**src/rtl/kwm_pkg.sv**
```systemverilog
package kwm_pkg;

  localparam int LISTS = 16;
  localparam int DEPTH = 64;

  localparam int OP_W     = 2;
  localparam int LIDX_W   = 4;
  localparam int VAL_W    = 32;
  localparam int STATUS_W = 2;

  localparam int LSEL_W    = (LISTS > 1) ? $clog2(LISTS) : 1;
  localparam int PTR_W     = $clog2(2 * DEPTH);
  localparam int SLOT_W    = (DEPTH > 1) ? $clog2(DEPTH) : 1;
  localparam int MEM_DEPTH = LISTS * DEPTH;
  localparam int ADDR_W    = (MEM_DEPTH > 1) ? $clog2(MEM_DEPTH) : 1;

  // minimum search: first level reduces groups of lists, second level the groups
  localparam int GRP  = 4;
  localparam int NGRP = (LISTS + GRP - 1) / GRP;

  typedef enum logic [OP_W-1:0] {
    OP_PUSH  = 2'd0,
    OP_POP   = 2'd1,
    OP_CLEAR = 2'd2,
    OP_NOP   = 2'd3
  } op_t;

  typedef enum logic [STATUS_W-1:0] {
    STS_OK    = 2'd0,
    STS_EMPTY = 2'd1,
    STS_DROP  = 2'd2
  } status_t;

  typedef enum logic [2:0] {
    S_IDLE,
    S_EXEC,
    S_PICK,
    S_POP,
    S_HEAD
  } state_t;

  typedef struct packed {
    logic take;     // latch the input beat
    logic exec;     // run push, clear or no-op and load the result
    logic scan;     // register per-group minimum
    logic pick;     // register overall minimum
    logic pop;      // commit the pop and load the result
    logic head_wr;  // write the refilled head from list memory
  } cmd_t;

  typedef struct packed {
    op_t  op;
    logic out_free;
    logic refill;
  } sts_t;

  typedef struct packed {
    logic                    vld;
    logic signed [VAL_W-1:0] val;
    logic [LSEL_W-1:0]       idx;
  } cand_t;

  // keeps a on ties so the lower list index wins when scanned in order
  function automatic cand_t cand_min(input cand_t a, input cand_t b);
    if (b.vld && (!a.vld || ($signed(b.val) < $signed(a.val)))) begin
      return b;
    end
    return a;
  endfunction

  function automatic logic [SLOT_W-1:0] ptr_slot(input logic [PTR_W-1:0] p);
    logic [PTR_W-1:0] s;
    s = (p >= PTR_W'(DEPTH)) ? p - PTR_W'(DEPTH) : p;
    return SLOT_W'(s);
  endfunction

  function automatic logic [PTR_W-1:0] ptr_next(input logic [PTR_W-1:0] p);
    return (p == PTR_W'(2 * DEPTH - 1)) ? '0 : p + 1'b1;
  endfunction

  function automatic logic [ADDR_W-1:0] mem_addr(input logic [LSEL_W-1:0] l,
                                                 input logic [SLOT_W-1:0] s);
    return ADDR_W'(int'(l) * DEPTH + int'(s));
  endfunction

endpackage

```
**src/rtl/kwm_ctrl.sv**
```systemverilog
module kwm_ctrl import kwm_pkg::*; (
  input  logic clk,
  input  logic rst_n,
  input  logic in_valid,
  output logic in_ready,
  input  sts_t sts,
  output cmd_t cmd
);

  state_t state_r, state_nxt;

  always_ff @(posedge clk) begin
    if (!rst_n) begin
      state_r <= S_IDLE;
    end else begin
      state_r <= state_nxt;
    end
  end

  always_comb begin
    state_nxt = state_r;
    cmd       = '0;
    in_ready  = 1'b0;
    case (state_r)
      S_IDLE: begin
        in_ready = 1'b1;
        if (in_valid) begin
          cmd.take  = 1'b1;
          state_nxt = S_EXEC;
        end
      end
      S_EXEC: begin
        if (sts.op == OP_POP) begin
          cmd.scan  = 1'b1;
          state_nxt = S_PICK;
        end else if (sts.out_free) begin
          cmd.exec  = 1'b1;
          state_nxt = S_IDLE;
        end
      end
      S_PICK: begin
        cmd.pick  = 1'b1;
        state_nxt = S_POP;
      end
      S_POP: begin
        if (sts.out_free) begin
          cmd.pop   = 1'b1;
          state_nxt = sts.refill ? S_HEAD : S_IDLE;
        end
      end
      S_HEAD: begin
        // next beat may be taken while the new head lands
        cmd.head_wr = 1'b1;
        in_ready    = 1'b1;
        if (in_valid) begin
          cmd.take  = 1'b1;
          state_nxt = S_EXEC;
        end else begin
          state_nxt = S_IDLE;
        end
      end
      default: begin
        state_nxt = S_IDLE;
      end
    endcase
  end

endmodule

```
**config.mk**
```make
export PLATFORM = sky130hd
export DESIGN_NAME = kwm_ctrl
export DESIGN_NICKNAME = d
export VERILOG_FILES = /design/src/rtl/kwm_pkg.sv /design/src/rtl/kwm_ctrl.sv
export SDC_FILE = /design/constraint.sdc
export NUM_CORES = 1
export LEC_CHECK = 0
export BUFFER_PORTS_ARGS = -buffer_cell sky130_fd_sc_hd__buf_4
export CORE_AREA = 2 2 39 41
export DETAILED_ROUTE_END_ITERATION = 7
export DIE_AREA = 0 0 41 43
export PLACE_DENSITY = 0.45
export SLEW_MARGIN = 30
export SYNTH_ARGS = -nofsm -noshare
export SYNTH_HDL_FRONTEND = slang
export SYNTH_SLANG_ARGS = --single-unit
```
**constraint.sdc**
```tcl
create_clock -name clk -period 3 [get_ports clk]
set_input_delay 0.6 -clock clk [delete_from_list [all_inputs] [get_ports clk]]
set_output_delay 0.6 -clock clk [all_outputs]
set_load 0.03 [all_outputs]
```
==> results.md, run 1 <==
* GRT Resource Usage Total at between 6 and 7%
* Syn avg cell area at around 8.0 sq um
* Top_reg_cell synth: dfxtp_1
* Routed Antenna Nets at 0
* Num rows at 14
* Initial drt markers at 0
* Post-Route Setup TNS at 0 ns
* Worst-path maximum fanout at 4
* Starting density of the core at between 10% and 20%
* Crit path max-delay family: simple AND/OR/NAND/NOR gates
* CP max stage delay at approximately 0.27 ns
* First-pass GRT wire length at roughly 800 um
* Die width at 41 um
* Ys async rst share at 0%
* CORE AREA at 1380 sq um
* Clock Sinks at 3
* Total internal power at between 0.0001 and 0.00015 W
* DRC at 0
* Chip height at around 43 um
* Area leader, netlist: dfxtp_1
* Critical Path AT at 1.32 ns
* Post-synth EDFFs at 0
* Most used cell, CP: buf_4
* Antenna violations before repair at 0
* Fraction of layout cells with a size suffix above 1 at ~44%
* Yosys Warn Count at 0
* Worst-case clock buffer depth at 2
* Setup Crit Path Kind: in2out
* Drt total wl at just over 500 um
* Syn_nets at 32
* Yosys reg bits at 3
* Net Sw Frac at between 20% and 30%
* Via-per-instance ratio at 3.86
* Pre-Repair DR Iteration Count at 1
* Leakage Power at 0.155 nW
* Most frequent cell after synthesis: nor2_1
* Fin. Hold Viols at 0
* Outcome: complete, no violations
* Largest regs: state_r x3
* Layout Skew at roughly 0.0021 ns
* Top cells by area, synth: dfxtp_1 (30%), nor2_1 (7.5%), nor4b_2 (7.5%)
* Max Cap Viol at 0
* CTS buffer count at 3
* Startpoint types: input pin
* Clk network pwr share at ~45%
* Number of global-route vias before repair at about 210
* Unique cell type count in the Yosys netlist at 17
* Max-slew violation count at 0
* DR WL/cell at ~8.9 um
* Critical path buffers and inverters at 2
* Global route overflow at 0
* CTS Root Cell: clkbuf_4
* Top achievable clock speed at between 500 and 600 MHz
* CTS clock-pin slew for the worst setup and hold paths at 0.03 ns
* Largest net degree at the start of global routing at 10
* VDD IR max at ~0.14 mV
* Tcrit/Tclk final at around 64%
* Post-synth top area share at between 30% and 40%
* Ports at 14
* PD cells at approximately 460 nW/um^2
* Crit-path cells: buf_4 > nor2b_1 > nand2_1 > nor2_1 > buf_4
* P&R area growth vs syn at 68.6%
* DP HPWL at between 400 and 500 um
* Slew margin rel. at between 70% and 80%
* CTS H-Tree Depth at 1
* Sequential Power Share at between 20 and 30%
* Worst setup EP type: output pin
* Unrepaired setup endpoints after global routing: no
* Nets at roughly 50
* NetSw at about 0.000045 W
* CTS tree: built
* Largest register by flop count: state_r
* Setup violators final at 0
* Post-CTS resize count at 0
* Netlist Area Pre-Place at 199 sq um
* Seq/Total Area, Yosys at 30.2%
* Post-CTS Hold Buffers at 0
* Clk_lat worst skew at approximately 0.23 ns
* HP Class: reg2reg
* Max reg flops at 3
* Logic pwr share at 25.3%
* Synthesized instance count at 25
* Crit path required time at around 2.4 ns
* Slew @ Worst Pin at approximately 0.31 ns
* Final worst path period need at just under 2 ns
* Top post-synthesis cells by count: nor2_1 (4), dfxtp_1 (3), a21oi_1 (2), and2_1 (2), nand2_1 (2)
* Dpl ws at 1.08 ns
* # Post-CTS Setup Buffers at 0
* Antenna diodes at 0
* Via count at 220
* Slowest cell on crit path: nor2b_1
* Gp weighted congestion at about 0.62
* PortBufs at 13
* Worst Slack Setup Final at around 1.1 ns
* Die ar. at approximately 1800 sq um
==> per-stage QoR <==
stage / cells / total power (W) / hold slack [ns] / utilization (%) / cell area, sq um
floorplan: 25 / 0.0000712 / 0.450 / - / 199
global placement: 53 / 0.0000871 / 0.507 / 22.3 / 309
detailed placement: 53 / 0.0000868 / 0.498 / 22.3 / 309
CTS: 57 / 0.000160 / 0.505 / 24.2 / 335
global route: 57 / 0.000166 / 0.541 / 24.2 / 335
finish: 57 / 0.000155 / 0.502 / 24.2 / 335
==> final timing paths <==
check	from	to	slack [ns]	cells past startpoint
hold / removal	state_r[2]$_SDFFE_PN0P_	state_r[1]$_SDFFE_PN0P_	0.50	1
setup / recovery	sts[3]	cmd[3]	1.08	5
hold reg to reg	state_r[2]$_SDFFE_PN0P_	state_r[1]$_SDFFE_PN0P_	0.50	1
setup reg to reg	state_r[0]$_SDFFE_PN0P_	state_r[0]$_SDFFE_PN0P_	1.80	3
==> cell families after synthesis <==
kind of cell / Yosys count / share of synthesized area [%]
AOI/OAI and AO/OA: 3 / 10.1
buffers and inverters: 1 / 3.77
DFF: 3 / 30.2
and+or+nand+nor: 18 / 56.0
==> worst reg2reg max path, cell delays in order, from the launching register on <==
cell     delay (ns)
dfxtp_1        0.46
nor2_1         0.10
and2_1         0.18
o311a_1        0.34
==> layer usage <==
metal	share of wire (%)	up-vias	track usage, %
li1	-	118	-
met1	45	95	8.36
met2	46	7	8.44
met3	8.8	0	3.66
met4	0	0	6.00
met5	0	-	0
==> cell usage in the layout (no fill, tap or decap), drive strengths merged, types with 2 or more instances in the layout <==
master / instances
and2: 2
nor2: 4
a21oi: 2
dfxtp: 3
nand2: 2
buf: 13
clkbuf: 4
==> power by group through the flow <==
| stage | combinational, W | sequential, W | clock (W) |
|---|---|---|---|
| after floorplan | 0.0000273 | 0.0000439 | 0 |
| after global placement | 0.0000400 | 0.0000470 | 0 |
| after detailed placement | 0.0000400 | 0.0000468 | 0 |
| after CTS | 0.0000401 | 0.0000462 | 0.0000736 |
| after global routing | 0.0000425 | 0.0000469 | 0.0000771 |
| final | 0.0000394 | 0.0000463 | 0.0000698 |
==> area by class of cell <==
type	count	area [sq um]
timing repair buffer	13	97.6
tap	16	20.0
multi-input combinational	21	131
sequential	3	60.1
fill	164	1050
clock buffer	4	26.3
Note: power is estimated with default switching activity, not from simulation.
==> run 2: changes to the inputs <==
Settings changed: ABC_AREA set to 1, PLACE_DENSITY 0.45 to 0.5.
Clock period 3 ns to 1.7 ns, I/O delays scaled along.
==> run 2 against run 1 <==
Synthesized cell count increased by 68%. Total power up 87%. Count of clock-buffer cells in the layout is the same. Clock power up 79%. Worst setup slack lost 0.83 ns. Die area is the same.
==> results.md, run 2 <==
* CTS H-Tree Depth at 1 (unchanged)
* R2r setup slk at 0.73 ns (-1.07 ns)
* Largest register by flop count: state_r
* Yosys Warn Count at 0 (unchanged)
* DR WL/cell at 7.09 um (-21%)
* Starting density of the core at 17.1% (+2.7 points)
* DP HPWL at 447 um (+9.4%)
* Worst-path maximum fanout at 4 (unchanged)
* Post-CTS resize count at 0 (unchanged)
* FF-to-FF path depth at 6 (+3)
* Max Cap Viol at 0 (unchanged)
* GRT Resource Usage Total at 8.02% (+1.1 points)
* Slew @ Worst Pin at 0.199 ns (-0.116 ns)
* Layout Skew at 0.00297 ns (+0.000904 ns)
* FF-to-FF End: state_r[2]$_SDFFE_PN0P_
* Critical Path AT at 1.11 ns (-0.21 ns)
* Crit path required time at 1.36 ns (-1.04 ns)
* Top achievable clock speed at 690 MHz
* Via-per-instance ratio at 3.67 (-5.0%)
* Setup violators final at 0 (unchanged)
* Max reg flops at 3 (unchanged)
* Num rows at 14 (unchanged)
* Top post-synthesis cells by count: nand2_1 (11), inv_1 (9), nor2_1 (9)
* Worst-case clock buffer depth at 2 (unchanged)
* CP endpoint: cmd[1]
* Nets at 67 (+37%)
* Yosys reg bits at 3 (unchanged)
* Most common cell after layout, fill and taps aside: buf_4
* Setup Crit Path Kind: reg2out
* Max-slew violation count at 0 (unchanged)
* Most frequent cells in the layout: buf_4 (13), nand2_1 (11), inv_1 (9), nor2_1 (9), nor2_2 (5)
* Crit-path cells: nand2_1 > nor2_2 > inv_1 > nor2_1 > buf_4
* Top_reg_cell synth: dfxtp_1
* Syn avg cell area at 5.63 sq um (-29%)
* Post-synth top area share at 25.4% (-4.8 points)
* Ports at 14 (unchanged)
* HP Class: in2reg
* Post-synth EDFFs at 0 (unchanged)
* Reg2reg start: state_r[2]$_SDFFE_PN0P_
* Crit path max-delay family: flip-flops
* Routed Antenna Nets at 0 (unchanged)
* Syn_nets at 49 (+53%)
* Antenna diodes at 0 (unchanged)
* Worst hold slack at 0.313 ns (-0.189 ns)
* Outcome: complete, no violations
* First-pass GRT wire length at 959 um (+20%)
* CORE AREA at 1380 sq um (unchanged)
* Die width at 41 um (unchanged)
* Simple-gate share of the synthesized area at 53.4% (-2.5 points)
* Largest regs: state_r x3
* Chip height at 43 um (unchanged)
* Synth Area in XOR/XNOR at 0% (unchanged)
* Via count at 275 (+25%)
* Antenna violations before repair at 0 (unchanged)
* Leakage Power at 0.223 nW (+44%)
* Number of global-route vias before repair at 251 (+18%)
* Initial drt markers at 2 (+2)
* Synth Area in Compound Gates at 3.70% (-6.4 points)
* PortBufs at 13 (unchanged)
* Worst Slack Setup Final at 0.250 ns (-0.829 ns)
* PD cells at 766 nW/um^2 (+65%)
* Netlist Area Pre-Place at 236 sq um (+19%)
* P&R area growth vs syn at 60.8%
* Synthesized instance count at 42 (+68%)
* Multiplexer share of the synthesized area at 0% (unchanged)
* Top cells by area, synth: dfxtp_1 (25%), nand2_1 (17%), inv_1 (14%)
* Cell count along the critical path at 5 (unchanged)
* Combinational family with the most area after synthesis: simple AND/OR/NAND/NOR gates
* Area leader, netlist: dfxtp_1
* Unique cell type count in the Yosys netlist at 8 (-9)
* Unrepaired setup endpoints after global routing: no
* Global route overflow at 0 (unchanged)
* Gp weighted congestion at 0.718 (+16%)
* Startpoint types: flop
* Fin. Hold Viols at 0 (unchanged)
* Fraction of layout cells with a size suffix above 1 at 44.1% (+0.17 points)
* DRC at 0 (unchanged)
* Post-CTS Hold Buffers at 0 (unchanged)
* CTS tree: built
* Drt total wl at 532 um (+4.3%)
* Non-filler cells, final at 75 (+32%)
* Clk_lat worst skew at 0.23 ns (about the same)
* Slowest cell on crit path: dfxtp_1
* Slew margin rel. at 86.7% (+7.7 points)
* Post-Route Setup TNS at 0 ns (unchanged)
* Pre-Repair DR Iteration Count at 2 (+1)
* Largest net degree at the start of global routing at 5 (-5)
* Worst setup EP type: output pin
* CTS buffer count at 3 (unchanged)
* CP max stage delay at 0.39 ns (+0.12 ns)
* Ys async rst share at 0% (unchanged)
* Die ar. at 1760 sq um (unchanged)
* Final worst path period need at roughly 1.4 ns
* CTS clock-pin slew for the worst setup and hold paths at 0.04 ns (about the same)
* Power, Total at 0.000291 W (+87%)
* Most frequent cell after synthesis: nand2_1
* Critical path buffers and inverters at 2 (unchanged)
* Seq/Total Area, Yosys at 25.4% (-4.8 points)
* # Post-CTS Setup Buffers at 0 (unchanged)
* Clock Sinks at 3 (unchanged)
* Placed cell count at 71 (+34%)
* WHS Path Cells at 3 (+2)
* Tcrit/Tclk final at a little under nine tenths
* Dpl ws at 0.468 ns (-0.616 ns)
* Worst Setup SP: state_r[0]$_SDFFE_PN0P_
* CTS Root Cell: clkbuf_4
* VDD IR max at 0.332 mV (+130%)
* Adder-Cell Fraction of Synth Area at 0% (unchanged)
-- run 2: changes by cell type after synthesis, moves of 2 or more --
cell     previous run  this run
a21oi_1             2         0
and2_1              2         0
inv_1               0         9
inv_2               0         2
nand2_1             2        11
nand3_2             0         2
nor2_1              4         9
nor2_2              0         5
-- run 2: worst min path at each step --
stage          startpoint                       to  slack (ns)
3_5_place_dp        rst_n  state_r[1]$_SDFFE_PN0P_        0.55
5_1_grt             rst_n  state_r[1]$_SDFFE_PN0P_        0.34
3_3_place_gp        rst_n  state_r[1]$_SDFFE_PN0P_        0.55
6_report            rst_n  state_r[1]$_SDFFE_PN0P_        0.31
2_1_floorplan       rst_n  state_r[1]$_SDFFE_PN0P_        0.44
4_1_cts             rst_n  state_r[1]$_SDFFE_PN0P_        0.31
-- run 2: metal layers --
metal / wire length, um / GRT usage (%)
met1: 250 / 10.2
met4: 0 / 4.00
met3: 31 / 3.14
met2: 250 / 11.3
met5: 0 / 0
-- run 2: worst register-to-register path, stage by stage (launching register included) --
cell     delay, ns
dfxtp_1       0.33
nor2_1        0.20
nand3_2       0.10
nand2_1       0.09
nor2_2        0.04
nand2_1       0.07
nor2_2        0.03
-- run 2: final cells by class --
class	count	area, sq um
fillers	162	1000
flip-flops and latches	3	60.1
well taps	16	20.0
clock buffers	4	26.3
multi-input cells	28	135
repair buffers	13	97.6
inverters	11	41.3
-- run 2: stage by stage --
stage	util (%)	cell area, sq um
6_report	27.5	380
5_1_grt	27.5	380
4_1_cts	27.5	380
3_5_place_dp	25.6	354
3_3_place_gp	25.6	354
2_1_floorplan	-	236
-- run 2: report_power, final --
group | internal, W | switching, W
Clock | 0.0000880 | 0.0000374
Combinational | 0.0000349 | 0.0000514
Sequential | 0.0000747 | 0.00000478
Total | 0.000198 | 0.0000936
-- run 2: kinds of logic after synthesis --
family | Yosys count
simple gates | 27
buf+inv | 11
flops | 3
compound gates | 1
==> run 3: changes to the inputs <==
Settings changed: CORE_AREA 2 2 39 41 to 5 5 42 44, DIE_AREA 0 0 41 43 to 0 0 47 49.
==> run 3 against run 2 <==
Die area up 31%. Total power down 0.41%. Count of clock-buffer cells in the layout stayed put. Critical endpoint unchanged. Flip-flop and latch count unchanged. Highest routed layer unchanged. Clock power is essentially flat. Largest cell class unchanged. Global-route usage down 2.2 points.
==> results.md, run 3 (synthesis results as in run 2) <==
* Post-CTS resize count at 0 (unchanged)
* Num rows at 14 (unchanged)
* Max Cap Viol at 0 (unchanged)
* Logic pwr share at 29.9% (+0.3 points)
* Post-Route Setup TNS at 0 ns (unchanged)
* CTS tree: built
* Slew margin rel. at 85.5% (-1.2 points)
* Net Sw Frac at 31.9% (-0.26 points)
* Largest regs: state_r x3
* Layout Skew at 0.00155 ns (-0.00142 ns)
* # Post-CTS Setup Buffers at 0 (unchanged)
* CORE AREA at 1400 sq um (+1.3%)
* Most frequent cells in the layout: buf_4 (13), nand2_1 (11), inv_1 (9), nor2_1 (9), nor2_2 (5)
* CTS buffer count at 3 (unchanged)
* Max-slew violation count at 0 (unchanged)
* Crit path required time at 1.36 ns (about the same)
* Crit path max-delay family: flip-flops
* VDD IR max at 0.241 mV (-28%)
* CTS H-Tree Depth at 1 (unchanged)
* Ports at 14 (unchanged)
* Clk network pwr share at 42.7% (-0.4 points)
* Worst setup EP type: output pin
* Most common cell after layout, fill and taps aside: buf_4
* Setup violators final at 0 (unchanged)
* Largest net degree at the start of global routing at 5 (unchanged)
* Tcrit/Tclk final at 85.2% (about the same)
* Critical path buffers and inverters at 2 (unchanged)
* Chip height at 49 um (+14%)
* Leakage Power at 0.223 nW (unchanged)
* CTS clock-pin slew for the worst setup and hold paths at 0.04 ns (about the same)
* Setup Crit Path Kind: reg2out
* Largest register by flop count: state_r
* Critical Path AT at 1.11 ns (about the same)
* Unrepaired setup endpoints after global routing: no
* Nets at 67 (unchanged)
* Via count at 277 (+0.73%)
* Via-per-instance ratio at 3.69 (+0.73%)
* Pre-Repair DR Iteration Count at 3 (+1)
* Sequential Power Share at 27.5% (+0.2 points)
* GRT Resource Usage Total at 5.77% (-2.2 points)
* Slew @ Worst Pin at 0.217 ns (+0.0184 ns)
* Post-CTS Hold Buffers at 0 (unchanged)
* Slowest cell on crit path: dfxtp_1
* Worst-path maximum fanout at 4 (unchanged)
* Total internal power at 0.000198 W (about the same)
* Startpoint types: flop
* Crit-path cells: nand2_1 > nor2_2 > inv_1 > nor2_1 > buf_4
* Die width at 47 um (+15%)
* Drt total wl at 556 um (+4.5%)
* Starting density of the core at 16.9% (-0.21 points)
* Antenna violations before repair at 0 (unchanged)
* HP Class: in2reg
* NetSw at 0.0000924 W (-1.2%)
* PortBufs at 13 (unchanged)
* DR WL/cell at 7.41 um (+4.5%)
* Worst-case clock buffer depth at 2 (unchanged)
* Global route overflow at 0 (unchanged)
* Fraction of layout cells with a size suffix above 1 at 44.1% (unchanged)
* CP max stage delay at 0.39 ns (about the same)
* Gp weighted congestion at 0.664 (-7.5%)
* P&R area growth vs syn at 60.8% (unchanged)
* Clk_lat worst skew at 0.23 ns (about the same)
* Number of global-route vias before repair at 270 (+7.6%)
* DP HPWL at 486 um (+8.8%)
* Fin. Hold Viols at 0 (unchanged)
* Final worst path period need at 1.45 ns (-0.000732 ns)
* PD cells at 763 nW/um^2 (-0.41%)
* DRC at 0 (unchanged)
* Clock Sinks at 3 (unchanged)
* Power, Total at 0.000290 W (-0.41%)
* First-pass GRT wire length at 959 um (unchanged)
* Routed Antenna Nets at 0 (unchanged)
* Top achievable clock speed at 690 MHz (about the same)
* Die ar. at 2300 sq um (+31%)
* Antenna diodes at 0 (unchanged)
* Max reg flops at 3 (unchanged)
* Fillers at 172 (+6.2%)
* CTS Root Cell: clkbuf_4
* Initial drt markers at 4 (+2)
* Outcome: complete, no violations
run 3: routing by layer:
| metal | up-vias | GRT usage, % | routed length [um] |
|---|---|---|---|
| li1 | 157 | - | - |
| met1 | 115 | 6.14 | 237 |
| met2 | 5 | 8.60 | 270 |
| met3 | 0 | 3.69 | 48 |
| met4 | 0 | 2.76 | 0 |
| met5 | - | 0 | 0 |
run 3: worst min-delay path, stage by stage:
cell     delay, ns
buf_4         0.09
nand2_1       0.05
inv_1         0.04
run 3: stage by stage:
stage	worst slack (ns)	cell area (sq um)	cells	utilization, %	hold slack, ns
CTS	0.224	380	75	27.1	0.308
floorplan	0.213	236	42	-	0.438
finish	0.251	380	75	27.1	0.314
global placement	0.483	354	71	25.3	0.548
global route	0.125	380	75	27.1	0.313
detailed placement	0.472	354	71	25.3	0.552
run 3: layout make-up:
class	count	area [sq um]	share of cell area (%)
inverters	11	41.3	10.9
repair buffers	13	97.6	25.7
multi-input cells	28	135	35.5
well taps	16	20.0	5.26
flip-flops and latches	3	60.1	15.8
clock buffers	4	26.3	6.91
run 3: path summary, 6_finish.rpt:
kind                                              start                      end  slack (ns)  depth (start not counted)
worst max-delay path            state_r[0]$_SDFFE_PN0P_                   cmd[1]        0.25                          5
worst min-delay path                              rst_n  state_r[1]$_SDFFE_PN0P_        0.31                          3
worst max register to register  state_r[0]$_SDFFE_PN0P_  state_r[2]$_SDFFE_PN0P_        0.71                          6
worst min register to register  state_r[1]$_SDFFE_PN0P_  state_r[0]$_SDFFE_PN0P_        0.65                          4
run 3: power by group through the flow:
stage	clock network (W)	registers, W	logic (W)
3_3_place_gp	0	0.0000807	0.0000880
6_report	0.000124	0.0000797	0.0000866
4_1_cts	0.000132	0.0000798	0.0000878
3_5_place_dp	0	0.0000808	0.0000876
5_1_grt	0.000137	0.0000805	0.0000949
2_1_floorplan	0	0.0000800	0.0000569
